### src/rtl/sha1_pkg.sv
`timescale 1ns / 1ps

package sha1_pkg;

    // SHA-1 initial hash values
    localparam logic [31:0] H0_INIT = 32'h67452301;
    localparam logic [31:0] H1_INIT = 32'hEFCDAB89;
    localparam logic [31:0] H2_INIT = 32'h98BADCFE;
    localparam logic [31:0] H3_INIT = 32'h10325476;
    localparam logic [31:0] H4_INIT = 32'hC3D2E1F0;

    // Round constants, one per group of twenty rounds
    localparam logic [31:0] K0 = 32'h5A827999;
    localparam logic [31:0] K1 = 32'h6ED9EBA1;
    localparam logic [31:0] K2 = 32'h8F1BBCDC;
    localparam logic [31:0] K3 = 32'hCA62C1D6;

    localparam logic [7:0] PAD_BYTE = 8'h80;

    localparam int ROUNDS     = 80;
    localparam int HASH_WORDS = 5;
    localparam int BLOCK_WRDS = 16;
    localparam int COUNT_W    = 61;

    typedef logic [6:0] t_round;
    typedef logic [2:0] t_word_sel;

    localparam t_round    LAST_ROUND = t_round'(ROUNDS - 1);
    localparam t_word_sel LAST_WORD  = t_word_sel'(HASH_WORDS - 1);

    // Input transaction payload
    typedef struct packed {
        logic [7:0] data_byte;
        logic       has_byte;
        logic       last;
    } t_in_item;

    // Output transaction payload
    typedef struct packed {
        logic [31:0] digest_word;
        logic        word_last;
    } t_out_item;

    // Controller to datapath commands
    typedef struct packed {
        logic      wr_byte;
        logic      pad;
        logic      len_blk;
        logic      start;
        logic      round;
        logic      fin;
        logic      reload;
        t_word_sel out_sel;
    } t_dp_cmd;

    // Datapath to controller status
    typedef struct packed {
        logic pos_last;
        logic pos_high;
        logic round_last;
    } t_dp_stat;

endpackage

### src/rtl/sha1_datapath.sv
`timescale 1ns / 1ps

module sha1_datapath (
    input  logic                i_clk,
    input  logic                i_rst_n,
    input  logic [7:0]          i_data_byte,
    input  sha1_pkg::t_dp_cmd   i_cmd,
    output sha1_pkg::t_dp_stat  o_stat,
    output logic [31:0]         o_digest_word
);

    logic [31:0] r_w [sha1_pkg::BLOCK_WRDS];
    logic [31:0] n_w [sha1_pkg::BLOCK_WRDS];
    logic [31:0] r_h [sha1_pkg::HASH_WORDS];
    logic [31:0] r_a, r_b, r_c, r_d, r_e;
    logic [sha1_pkg::COUNT_W-1:0] r_count;
    sha1_pkg::t_round r_t;

    logic [5:0]  pos;
    logic [63:0] bit_len;
    logic [31:0] f_val, k_val, tmp, w_new;

    assign pos     = r_count[5:0];
    assign bit_len = {r_count, 3'b000};

    // Report fill position and round progress
    assign o_stat.pos_last   = (pos == 6'd63);
    assign o_stat.pos_high   = (pos >= 6'd56);
    assign o_stat.round_last = (r_t == sha1_pkg::LAST_ROUND);

    assign o_digest_word = r_h[i_cmd.out_sel];

    // Round function and constant by round group
    always_comb begin
        if (r_t < 7'd20) begin
            f_val = (r_b & r_c) | (~r_b & r_d);
            k_val = sha1_pkg::K0;
        end else if (r_t < 7'd40) begin
            f_val = r_b ^ r_c ^ r_d;
            k_val = sha1_pkg::K1;
        end else if (r_t < 7'd60) begin
            f_val = (r_b & r_c) | (r_b & r_d) | (r_c & r_d);
            k_val = sha1_pkg::K2;
        end else begin
            f_val = r_b ^ r_c ^ r_d;
            k_val = sha1_pkg::K3;
        end
        tmp   = {r_a[26:0], r_a[31:27]} + f_val + r_e + k_val + r_w[0];
        w_new = r_w[13] ^ r_w[8] ^ r_w[2] ^ r_w[0];
        w_new = {w_new[30:0], w_new[31]};
    end

    // Next block words: byte write, padding, length block or schedule shift
    always_comb begin
        for (int i = 0; i < sha1_pkg::BLOCK_WRDS; i++) begin
            n_w[i] = r_w[i];
        end
        if (i_cmd.wr_byte) begin
            n_w[pos[5:2]][8*(3 - pos[1:0]) +: 8] = i_data_byte;
        end
        if (i_cmd.pad) begin
            for (int i = 0; i < sha1_pkg::BLOCK_WRDS; i++) begin
                if (4'(i) > pos[5:2]) begin
                    n_w[i] = 32'd0;
                end else if (4'(i) == pos[5:2]) begin
                    for (int j = 0; j < 4; j++) begin
                        if (2'(j) == pos[1:0]) begin
                            n_w[i][8*(3 - j) +: 8] = sha1_pkg::PAD_BYTE;
                        end else if (2'(j) > pos[1:0]) begin
                            n_w[i][8*(3 - j) +: 8] = 8'd0;
                        end
                    end
                end
            end
            if (!o_stat.pos_high) begin
                n_w[14] = bit_len[63:32];
                n_w[15] = bit_len[31:0];
            end
        end
        if (i_cmd.len_blk) begin
            for (int i = 0; i < sha1_pkg::BLOCK_WRDS - 2; i++) begin
                n_w[i] = 32'd0;
            end
            n_w[14] = bit_len[63:32];
            n_w[15] = bit_len[31:0];
        end
        if (i_cmd.round) begin
            for (int i = 0; i < sha1_pkg::BLOCK_WRDS - 1; i++) begin
                n_w[i] = r_w[i + 1];
            end
            n_w[15] = w_new;
        end
    end

    // Hold block words and working variables
    always_ff @(posedge i_clk) begin
        for (int i = 0; i < sha1_pkg::BLOCK_WRDS; i++) begin
            r_w[i] <= n_w[i];
        end
        if (i_cmd.start) begin
            r_a <= r_h[0];
            r_b <= r_h[1];
            r_c <= r_h[2];
            r_d <= r_h[3];
            r_e <= r_h[4];
        end else if (i_cmd.round) begin
            r_a <= tmp;
            r_b <= r_a;
            r_c <= {r_b[1:0], r_b[31:2]};
            r_d <= r_c;
            r_e <= r_d;
        end
    end

    // Hold hash state, byte count and round counter
    always_ff @(posedge i_clk) begin
        if (!i_rst_n) begin
            r_h[0]  <= sha1_pkg::H0_INIT;
            r_h[1]  <= sha1_pkg::H1_INIT;
            r_h[2]  <= sha1_pkg::H2_INIT;
            r_h[3]  <= sha1_pkg::H3_INIT;
            r_h[4]  <= sha1_pkg::H4_INIT;
            r_count <= '0;
            r_t     <= '0;
        end else begin
            if (i_cmd.reload) begin
                r_h[0]  <= sha1_pkg::H0_INIT;
                r_h[1]  <= sha1_pkg::H1_INIT;
                r_h[2]  <= sha1_pkg::H2_INIT;
                r_h[3]  <= sha1_pkg::H3_INIT;
                r_h[4]  <= sha1_pkg::H4_INIT;
                r_count <= '0;
            end else begin
                if (i_cmd.fin) begin
                    r_h[0] <= r_h[0] + r_a;
                    r_h[1] <= r_h[1] + r_b;
                    r_h[2] <= r_h[2] + r_c;
                    r_h[3] <= r_h[3] + r_d;
                    r_h[4] <= r_h[4] + r_e;
                end
                if (i_cmd.wr_byte) begin
                    r_count <= r_count + 1'b1;
                end
            end
            if (i_cmd.start) begin
                r_t <= '0;
            end else if (i_cmd.round) begin
                r_t <= r_t + 1'b1;
            end
        end
    end

endmodule

### src/rtl/sha1_controller.sv
`timescale 1ns / 1ps

module sha1_controller (
    input  logic                i_clk,
    input  logic                i_rst_n,
    input  logic                i_in_valid,
    output logic                o_in_ready,
    input  logic                i_has_byte,
    input  logic                i_last,
    output logic                o_out_valid,
    input  logic                i_out_ready,
    output logic                o_word_last,
    input  sha1_pkg::t_dp_stat  i_stat,
    output sha1_pkg::t_dp_cmd   o_cmd
);

    typedef enum logic [2:0] {
        S_IDLE,
        S_ROUND,
        S_FINAL,
        S_PAD,
        S_LENBLK,
        S_OUT
    } t_state;

    // Which block is being compressed
    typedef enum logic [1:0] {
        PH_DATA,
        PH_PAD_FIRST,
        PH_LAST
    } t_phase;

    t_state r_state;
    t_phase r_phase;
    logic   r_end;
    logic   r_out_valid;
    sha1_pkg::t_word_sel r_sel;
    logic   in_fire, out_fire;

    assign o_in_ready  = (r_state == S_IDLE);
    assign in_fire     = i_in_valid && o_in_ready;
    assign out_fire    = r_out_valid && i_out_ready;
    assign o_out_valid = r_out_valid;
    assign o_word_last = (r_sel == sha1_pkg::LAST_WORD);

    // Decode datapath commands
    always_comb begin
        o_cmd         = '0;
        o_cmd.out_sel = r_sel;
        case (r_state)
            S_IDLE: begin
                o_cmd.wr_byte = in_fire && i_has_byte;
                o_cmd.start   = in_fire && i_has_byte && i_stat.pos_last;
            end
            S_ROUND: begin
                o_cmd.round = 1'b1;
            end
            S_FINAL: begin
                o_cmd.fin = 1'b1;
            end
            S_PAD: begin
                o_cmd.pad   = 1'b1;
                o_cmd.start = 1'b1;
            end
            S_LENBLK: begin
                o_cmd.len_blk = 1'b1;
                o_cmd.start   = 1'b1;
            end
            S_OUT: begin
                o_cmd.reload = out_fire && (r_sel == sha1_pkg::LAST_WORD);
            end
            default: begin
                o_cmd = '0;
            end
        endcase
    end

    // Sequence blocks, padding and digest output
    always_ff @(posedge i_clk) begin
        if (!i_rst_n) begin
            r_state     <= S_IDLE;
            r_phase     <= PH_DATA;
            r_end       <= 1'b0;
            r_out_valid <= 1'b0;
            r_sel       <= '0;
        end else begin
            case (r_state)
                S_IDLE: begin
                    if (in_fire) begin
                        r_end <= i_last;
                        if (i_has_byte && i_stat.pos_last) begin
                            r_phase <= PH_DATA;
                            r_state <= S_ROUND;
                        end else if (i_last) begin
                            r_state <= S_PAD;
                        end
                    end
                end
                S_ROUND: begin
                    if (i_stat.round_last) begin
                        r_state <= S_FINAL;
                    end
                end
                S_FINAL: begin
                    case (r_phase)
                        PH_DATA: begin
                            r_state <= r_end ? S_PAD : S_IDLE;
                        end
                        PH_PAD_FIRST: begin
                            r_state <= S_LENBLK;
                        end
                        default: begin
                            r_state     <= S_OUT;
                            r_out_valid <= 1'b1;
                            r_sel       <= '0;
                        end
                    endcase
                end
                S_PAD: begin
                    r_phase <= i_stat.pos_high ? PH_PAD_FIRST : PH_LAST;
                    r_state <= S_ROUND;
                end
                S_LENBLK: begin
                    r_phase <= PH_LAST;
                    r_state <= S_ROUND;
                end
                S_OUT: begin
                    if (out_fire) begin
                        if (r_sel == sha1_pkg::LAST_WORD) begin
                            r_out_valid <= 1'b0;
                            r_end       <= 1'b0;
                            r_state     <= S_IDLE;
                        end else begin
                            r_sel <= r_sel + 1'b1;
                        end
                    end
                end
                default: begin
                    r_state <= S_IDLE;
                end
            endcase
        end
    end

endmodule

### src/rtl/sha1_message_digest_core.sv
`timescale 1ns / 1ps

// SHA-1 digest over a byte stream. Each input transaction carries one byte
// (has_byte) and/or an end-of-message mark (last); an item with only last set
// hashes the empty message. The 64th byte of a block starts its compression
// (80 rounds at one per cycle in the shared round unit, then one hash update;
// the working registers load on the accepting edge) before the next item is
// taken. On the last item the core pads and loads, compresses the final
// block, and also builds and compresses a length block when the padding spills
// into a second block, then presents the five digest words H0..H4 as five
// output transactions, word_last set on the fifth. After the fifth word is
// taken the hash and byte count reload for the next message. Input ready is
// held low while a block is compressed or the digest is being delivered.
module sha1_message_digest_core (
    input  logic                i_clk,
    input  logic                i_rst_n,
    input  logic                i_in_valid,
    output logic                o_in_ready,
    input  sha1_pkg::t_in_item  i_in_item,
    output logic                o_out_valid,
    input  logic                i_out_ready,
    output sha1_pkg::t_out_item o_out_item
);

    sha1_pkg::t_dp_cmd  dp_cmd;
    sha1_pkg::t_dp_stat dp_stat;
    logic               word_last;
    logic [31:0]        digest_word;

    sha1_controller u_ctrl (
        .i_clk       (i_clk),
        .i_rst_n     (i_rst_n),
        .i_in_valid  (i_in_valid),
        .o_in_ready  (o_in_ready),
        .i_has_byte  (i_in_item.has_byte),
        .i_last      (i_in_item.last),
        .o_out_valid (o_out_valid),
        .i_out_ready (i_out_ready),
        .o_word_last (word_last),
        .i_stat      (dp_stat),
        .o_cmd       (dp_cmd)
    );

    sha1_datapath u_dp (
        .i_clk         (i_clk),
        .i_rst_n       (i_rst_n),
        .i_data_byte   (i_in_item.data_byte),
        .i_cmd         (dp_cmd),
        .o_stat        (dp_stat),
        .o_digest_word (digest_word)
    );

    // Pack the output transaction
    assign o_out_item.digest_word = digest_word;
    assign o_out_item.word_last   = word_last;

endmodule

### config.mk
export PLATFORM = sky130hd
export DESIGN_NAME = sha1_message_digest_core
export DESIGN_NICKNAME = d
export VERILOG_FILES = /design/src/rtl/sha1_pkg.sv /design/src/rtl/sha1_datapath.sv /design/src/rtl/sha1_controller.sv /design/src/rtl/sha1_message_digest_core.sv
export SDC_FILE = /design/constraint.sdc
export NUM_CORES = 2
export LEC_CHECK = 0
export BUFFER_PORTS_ARGS = -buffer_cell sky130_fd_sc_hd__buf_2
export CORE_MARGIN = 1
export CORE_UTILIZATION = 38
export CTS_BUF_LIST = sky130_fd_sc_hd__clkbuf_4 sky130_fd_sc_hd__clkbuf_8
export CTS_CLUSTER_SIZE = 14
export DETAILED_ROUTE_END_ITERATION = 10
export GPL_ROUTABILITY_DRIVEN = 0
export PLACE_DENSITY = 0.58
export SKIP_CTS_REPAIR_TIMING = 1
export SYNTH_ARGS = -nofsm -noshare
export SYNTH_HDL_FRONTEND = slang
export SYNTH_SLANG_ARGS = --single-unit
### constraint.sdc
create_clock -name i_clk -period 18.2 [get_ports i_clk]
set_input_delay 0.91 -clock i_clk [delete_from_list [all_inputs] [get_ports i_clk]]
set_output_delay 0.91 -clock i_clk [all_outputs]
set_load 0.01 [all_outputs]
==> flow_summary.ini <==
[logic_synthesis]
synth_edf_count = 328
synth_area_per_cell_um2 = 8.185
synth_cells = 6467
synth_top_family_by_area = compound AO/OA/AOI/OAI gates
synthDistinctLibCells = 97
synth-seq-area-share_pct = 40.62
yosysWarnings = 0
synth_fp_nets = 6836
synthXorXnorAreaFrac_pct = 4.848
synth_fa_ha_area_share_pct = 10.15
synth.cell_area_um2 = 52930
synth_compound_area_share_pct = 20.43
yosys.area_share.simple_pct = 19.59
synthMuxAreaShare_pct = 0.5058
ys_async_sr_fraction_pct = 0
synthFlopType = dfxtp_1
synth-seq-cells = 910

[layout]
fin_nets = 6810
final_layout_size_suffix_gt1_share_pct = 7.059
finish.utilization_pct = 42.29
fillCellCount = 13840
area_growth_syn_to_layout_pct = 10.11
fin_area_um2 = 58290

[grt]
antenna_found_initial = 3
grt_pass1_wl_um = 279900
grt_max_degree = 107
grt_remaining_overflow = 0
grt.total_usage_pct = 25.74
grt_pass1_vias = 45470

[critical_path]
endpoint_kind = flop
worstReg2RegStart = u_dp.r_t[4]
startpoint = u_dp.r_t[4]
rr_worst_depth = 24
setup.worst_path.start_class = flop
cp_cell_sequence = a41oi_1 -> inv_1 -> nor2_1 -> clkinv_1 -> buf_4 -> nor2_1 -> a211oi_1 -> fa_1 -> inv_1 -> fa_1 -> fa_1 -> inv_1 -> ha_1 -> inv_1 -> fa_1 -> nor2b_1 -> o31ai_1 -> a2111oi_0 -> nor3_2 -> o21ai_1 -> a41oi_2 -> a21boi_1 -> a21o_1 -> o21ai_0
r2r_slack_ps = 11760
reg2reg_to = u_dp.r_a[27]
cp_slowest_stage_delay_ps = 630
worst_path_max_delay_cell = a2111oi_0
cp.required_ps = 18770
path_class = reg2reg
cp_top_family = compound AO/OA/AOI/OAI gates
critical_path_buf_inv_count = 6
arrival_ps = 7010
cp_max_fo = 34

[clock_tree]
cts_max_level = 4
cts_buffer_depth = 3
cts_tree = built
clkTransAtPathRegs_ps = 70
cts_buffers = 169
cts.sinks = 910
insertion_delay_ps = 910
cts_root_buf = clkbuf_8

[sta]
hold_violations = 0
slew_headroom_pct = 8.029
tightestPinTransition_ps = 1377
drv_slew = 0
max_freq_mhz = 155.4
fin_setup_tns_ps = 0
fin_crit_sh_pct = 35.37
setup_violations = 0
rsz0062_at_grt = false
period_needed_ps = 6437
finClkSkew_ps = 65.68

[flow_run]
maxCapViolCount = 0

[routing]
m1WireLength_um = 78050
first_pass_iters = 6
wl_per_cell_um = 22.16
dr_wl_met2_um = 85260
ant_nets = 0
viasPerCell = 5.719
drc = 0
drtIter0Drc = 4904
met3WireLength_um = 13110
vias = 47810
drt_wl_total_um = 185200
routed.top_layer = met4

[die]
die_area_um2 = 140800
initial_core_util_pct = 38.41
die_h_um = 375.2
num_rows = 136
core_area_um2 = 137800
die_w_um = 375.2
ioPinCount = 49

[placed_design]
dp_hpwl_um = 132900
portBuffers = 48
placed_cell_area_um2 = 54740

[pwr]
vdd_ir_drop_max_uv = 157.2
p_per_area_nw_per_um2 = 199.0
p_leak_nw = 21.89
total_power_mw = 11.60

[min_path]
hold_start = i_in_item[0]
min_to = u_ctrl.r_end
hold_class = in2reg
hold_depth = 3

[run_status]
status = complete, no violations
cells in the final DEF, fill, tap and decap left out, types with 11 or more instances in the layout:
cell,count
nor2_1,779
buf_4,60
fa_1,124
a21oi_1,649
o22ai_1,15
nor3_1,48
inv_1,216
clkinv_2,11
and2_1,25
mux2_2,14
a31oi_1,25
nand2b_1,49
buf_2,48
a22o_1,31
nand2_1,1279
xnor2_1,184
ha_1,231
or3_1,30
clkbuf_8,197
dfxtp_1,582
clkbuf_4,53
o21ai_0,754
a21o_1,78
nand4_1,26
o221ai_1,31
nand3_1,85
a22oi_1,14
a221oi_1,49
xor2_1,109
o32ai_1,22
edfxtp_1,328
o21bai_1,14
mux2i_1,11
nor2b_1,60
o211ai_1,18
a211oi_1,28
o21a_1,38
and3_1,40
through the flow:
| step | cells | worst slack (ps) | hold WS, ps |
|---|---|---|---|
| final | 8359 | 11760 | 313.4 |
| after global routing | 8358 | 11240 | 261.4 |
| after CTS | 8353 | 11710 | 214.3 |
| after detailed placement | 8064 | 11730 | 439.8 |
| after global placement | 8064 | 11770 | 432.8 |
| after floorplan | 6467 | 12390 | 418.7 |
power by group:
group	internal (mW)	total, mW	switching, mW
registers	3.00	3.63	0.628
logic	2.33	5.85	3.52
clock network	1.17	2.12	0.949
cells in the mapped netlist, types with 15 or more instances:
cell type  count  area share [%]
nand2_1     1283             9.1
nor2_1       780             5.5
o21ai_0      754             7.1
a21oi_1      651             6.2
dfxtp_1      582              22
edfxtp_1     328              19
clkbuf_1     259             1.8
ha_1         231             5.5
inv_1        216             1.5
xnor2_1      184             3.0
fa_1         124             4.7
xor2_1       109             1.8
nand3_1       87            0.82
a21o_1        79             1.1
nor2b_1       60            0.71
nand2b_1      50            0.59
a221oi_1      49            0.81
nor3_1        48            0.45
and3_1        42            0.50
o21a_1        38            0.54
a22o_1        31            0.51
o221ai_1      31            0.51
or3_1         30            0.35
buf_2         29            0.27
a211oi_1      28            0.40
and2_1        26            0.31
nand4_1       26            0.31
a31oi_1       25            0.30
o32ai_1       22            0.36
o211ai_1      18            0.26
o22ai_1       15            0.18
how the worst max path moves through the flow:
stage                              end  slack [ps]  depth (start not counted)
after global placement    u_dp.r_a[30]       11770                         23
after global routing      u_dp.r_a[22]       11240                         23
after CTS                 u_dp.r_a[30]       11710                         23
final                     u_dp.r_a[27]       11760                         24
after detailed placement  u_dp.r_a[30]       11730                         23
after floorplan           u_dp.r_a[22]       12390                         24
flip-flops by register name, indices dropped and copies added, names as in the netlist:
signal	cells
u_ctrl.r_sel	3
u_dp.r_c	32
u_dp.r_t	7
u_dp.r_h	160
u_dp.r_a	32
u_dp.r_w	512
u_dp.r_d	32
u_ctrl.o_out_valid	1
u_dp.r_b	32
u_ctrl.r_end	1
u_dp.r_e	32
u_dp.r_count	61
u_ctrl.r_state	3
u_ctrl.r_phase	2
cell families (layout without fill, tap and decap cells):
| kind of cell | after synthesis | count (layout) |
|---|---|---|
| AO/OA/AOI/OAI | 1873 | 1873 |
| XOR/XNOR | 293 | 293 |
| adder cells (fa/ha/maj) | 355 | 355 |
| buffers and inverters | 522 | 614 |
| flip-flops | 910 | 910 |
| multiplexers | 25 | 25 |
| other | 0 | 6 |
| AND/OR/NAND/NOR | 2489 | 2489 |
worst reg2reg max path, cell delays in order (launching register included):
cell       delay, ps
dfxtp_1          370
a41oi_1          550
inv_1            280
nor2_1           230
clkinv_1         110
buf_4            270
nor2_1           140
a211oi_1          70
fa_1             520
inv_1             50
fa_1             490
fa_1             410
inv_1             70
ha_1             180
inv_1             70
fa_1             470
nor2b_1          160
o31ai_1          120
a2111oi_0        630
nor3_2           170
o21ai_1          190
a41oi_2          170
a21boi_1         270
a21o_1           110
o21ai_0           60
per-layer routing:
| metal | global-route usage (%) | up-vias |
|---|---|---|
| li1 | - | 22360 |
| met1 | 32.98 | 23070 |
| met5 | 0 | - |
| met2 | 41.71 | 1911 |
| met3 | 4.758 | 464 |
| met4 | 12.38 | 0 |
final cells by class:
type / count / area [um2] / area share (%)
antenna: 6 / 15.01 / 0.02576
clock buffer: 250 / 3109 / 5.334
clock inverter: 39 / 424.2 / 0.7277
inverter: 217 / 814.5 / 1.397
multi-input combinational: 5035 / 29490 / 50.59
sequential: 910 / 21500 / 36.89
tap: 1794 / 2245 / 3.851
timing repair buffer: 108 / 690.7 / 1.185
Power figures use the tool's default switching activity.
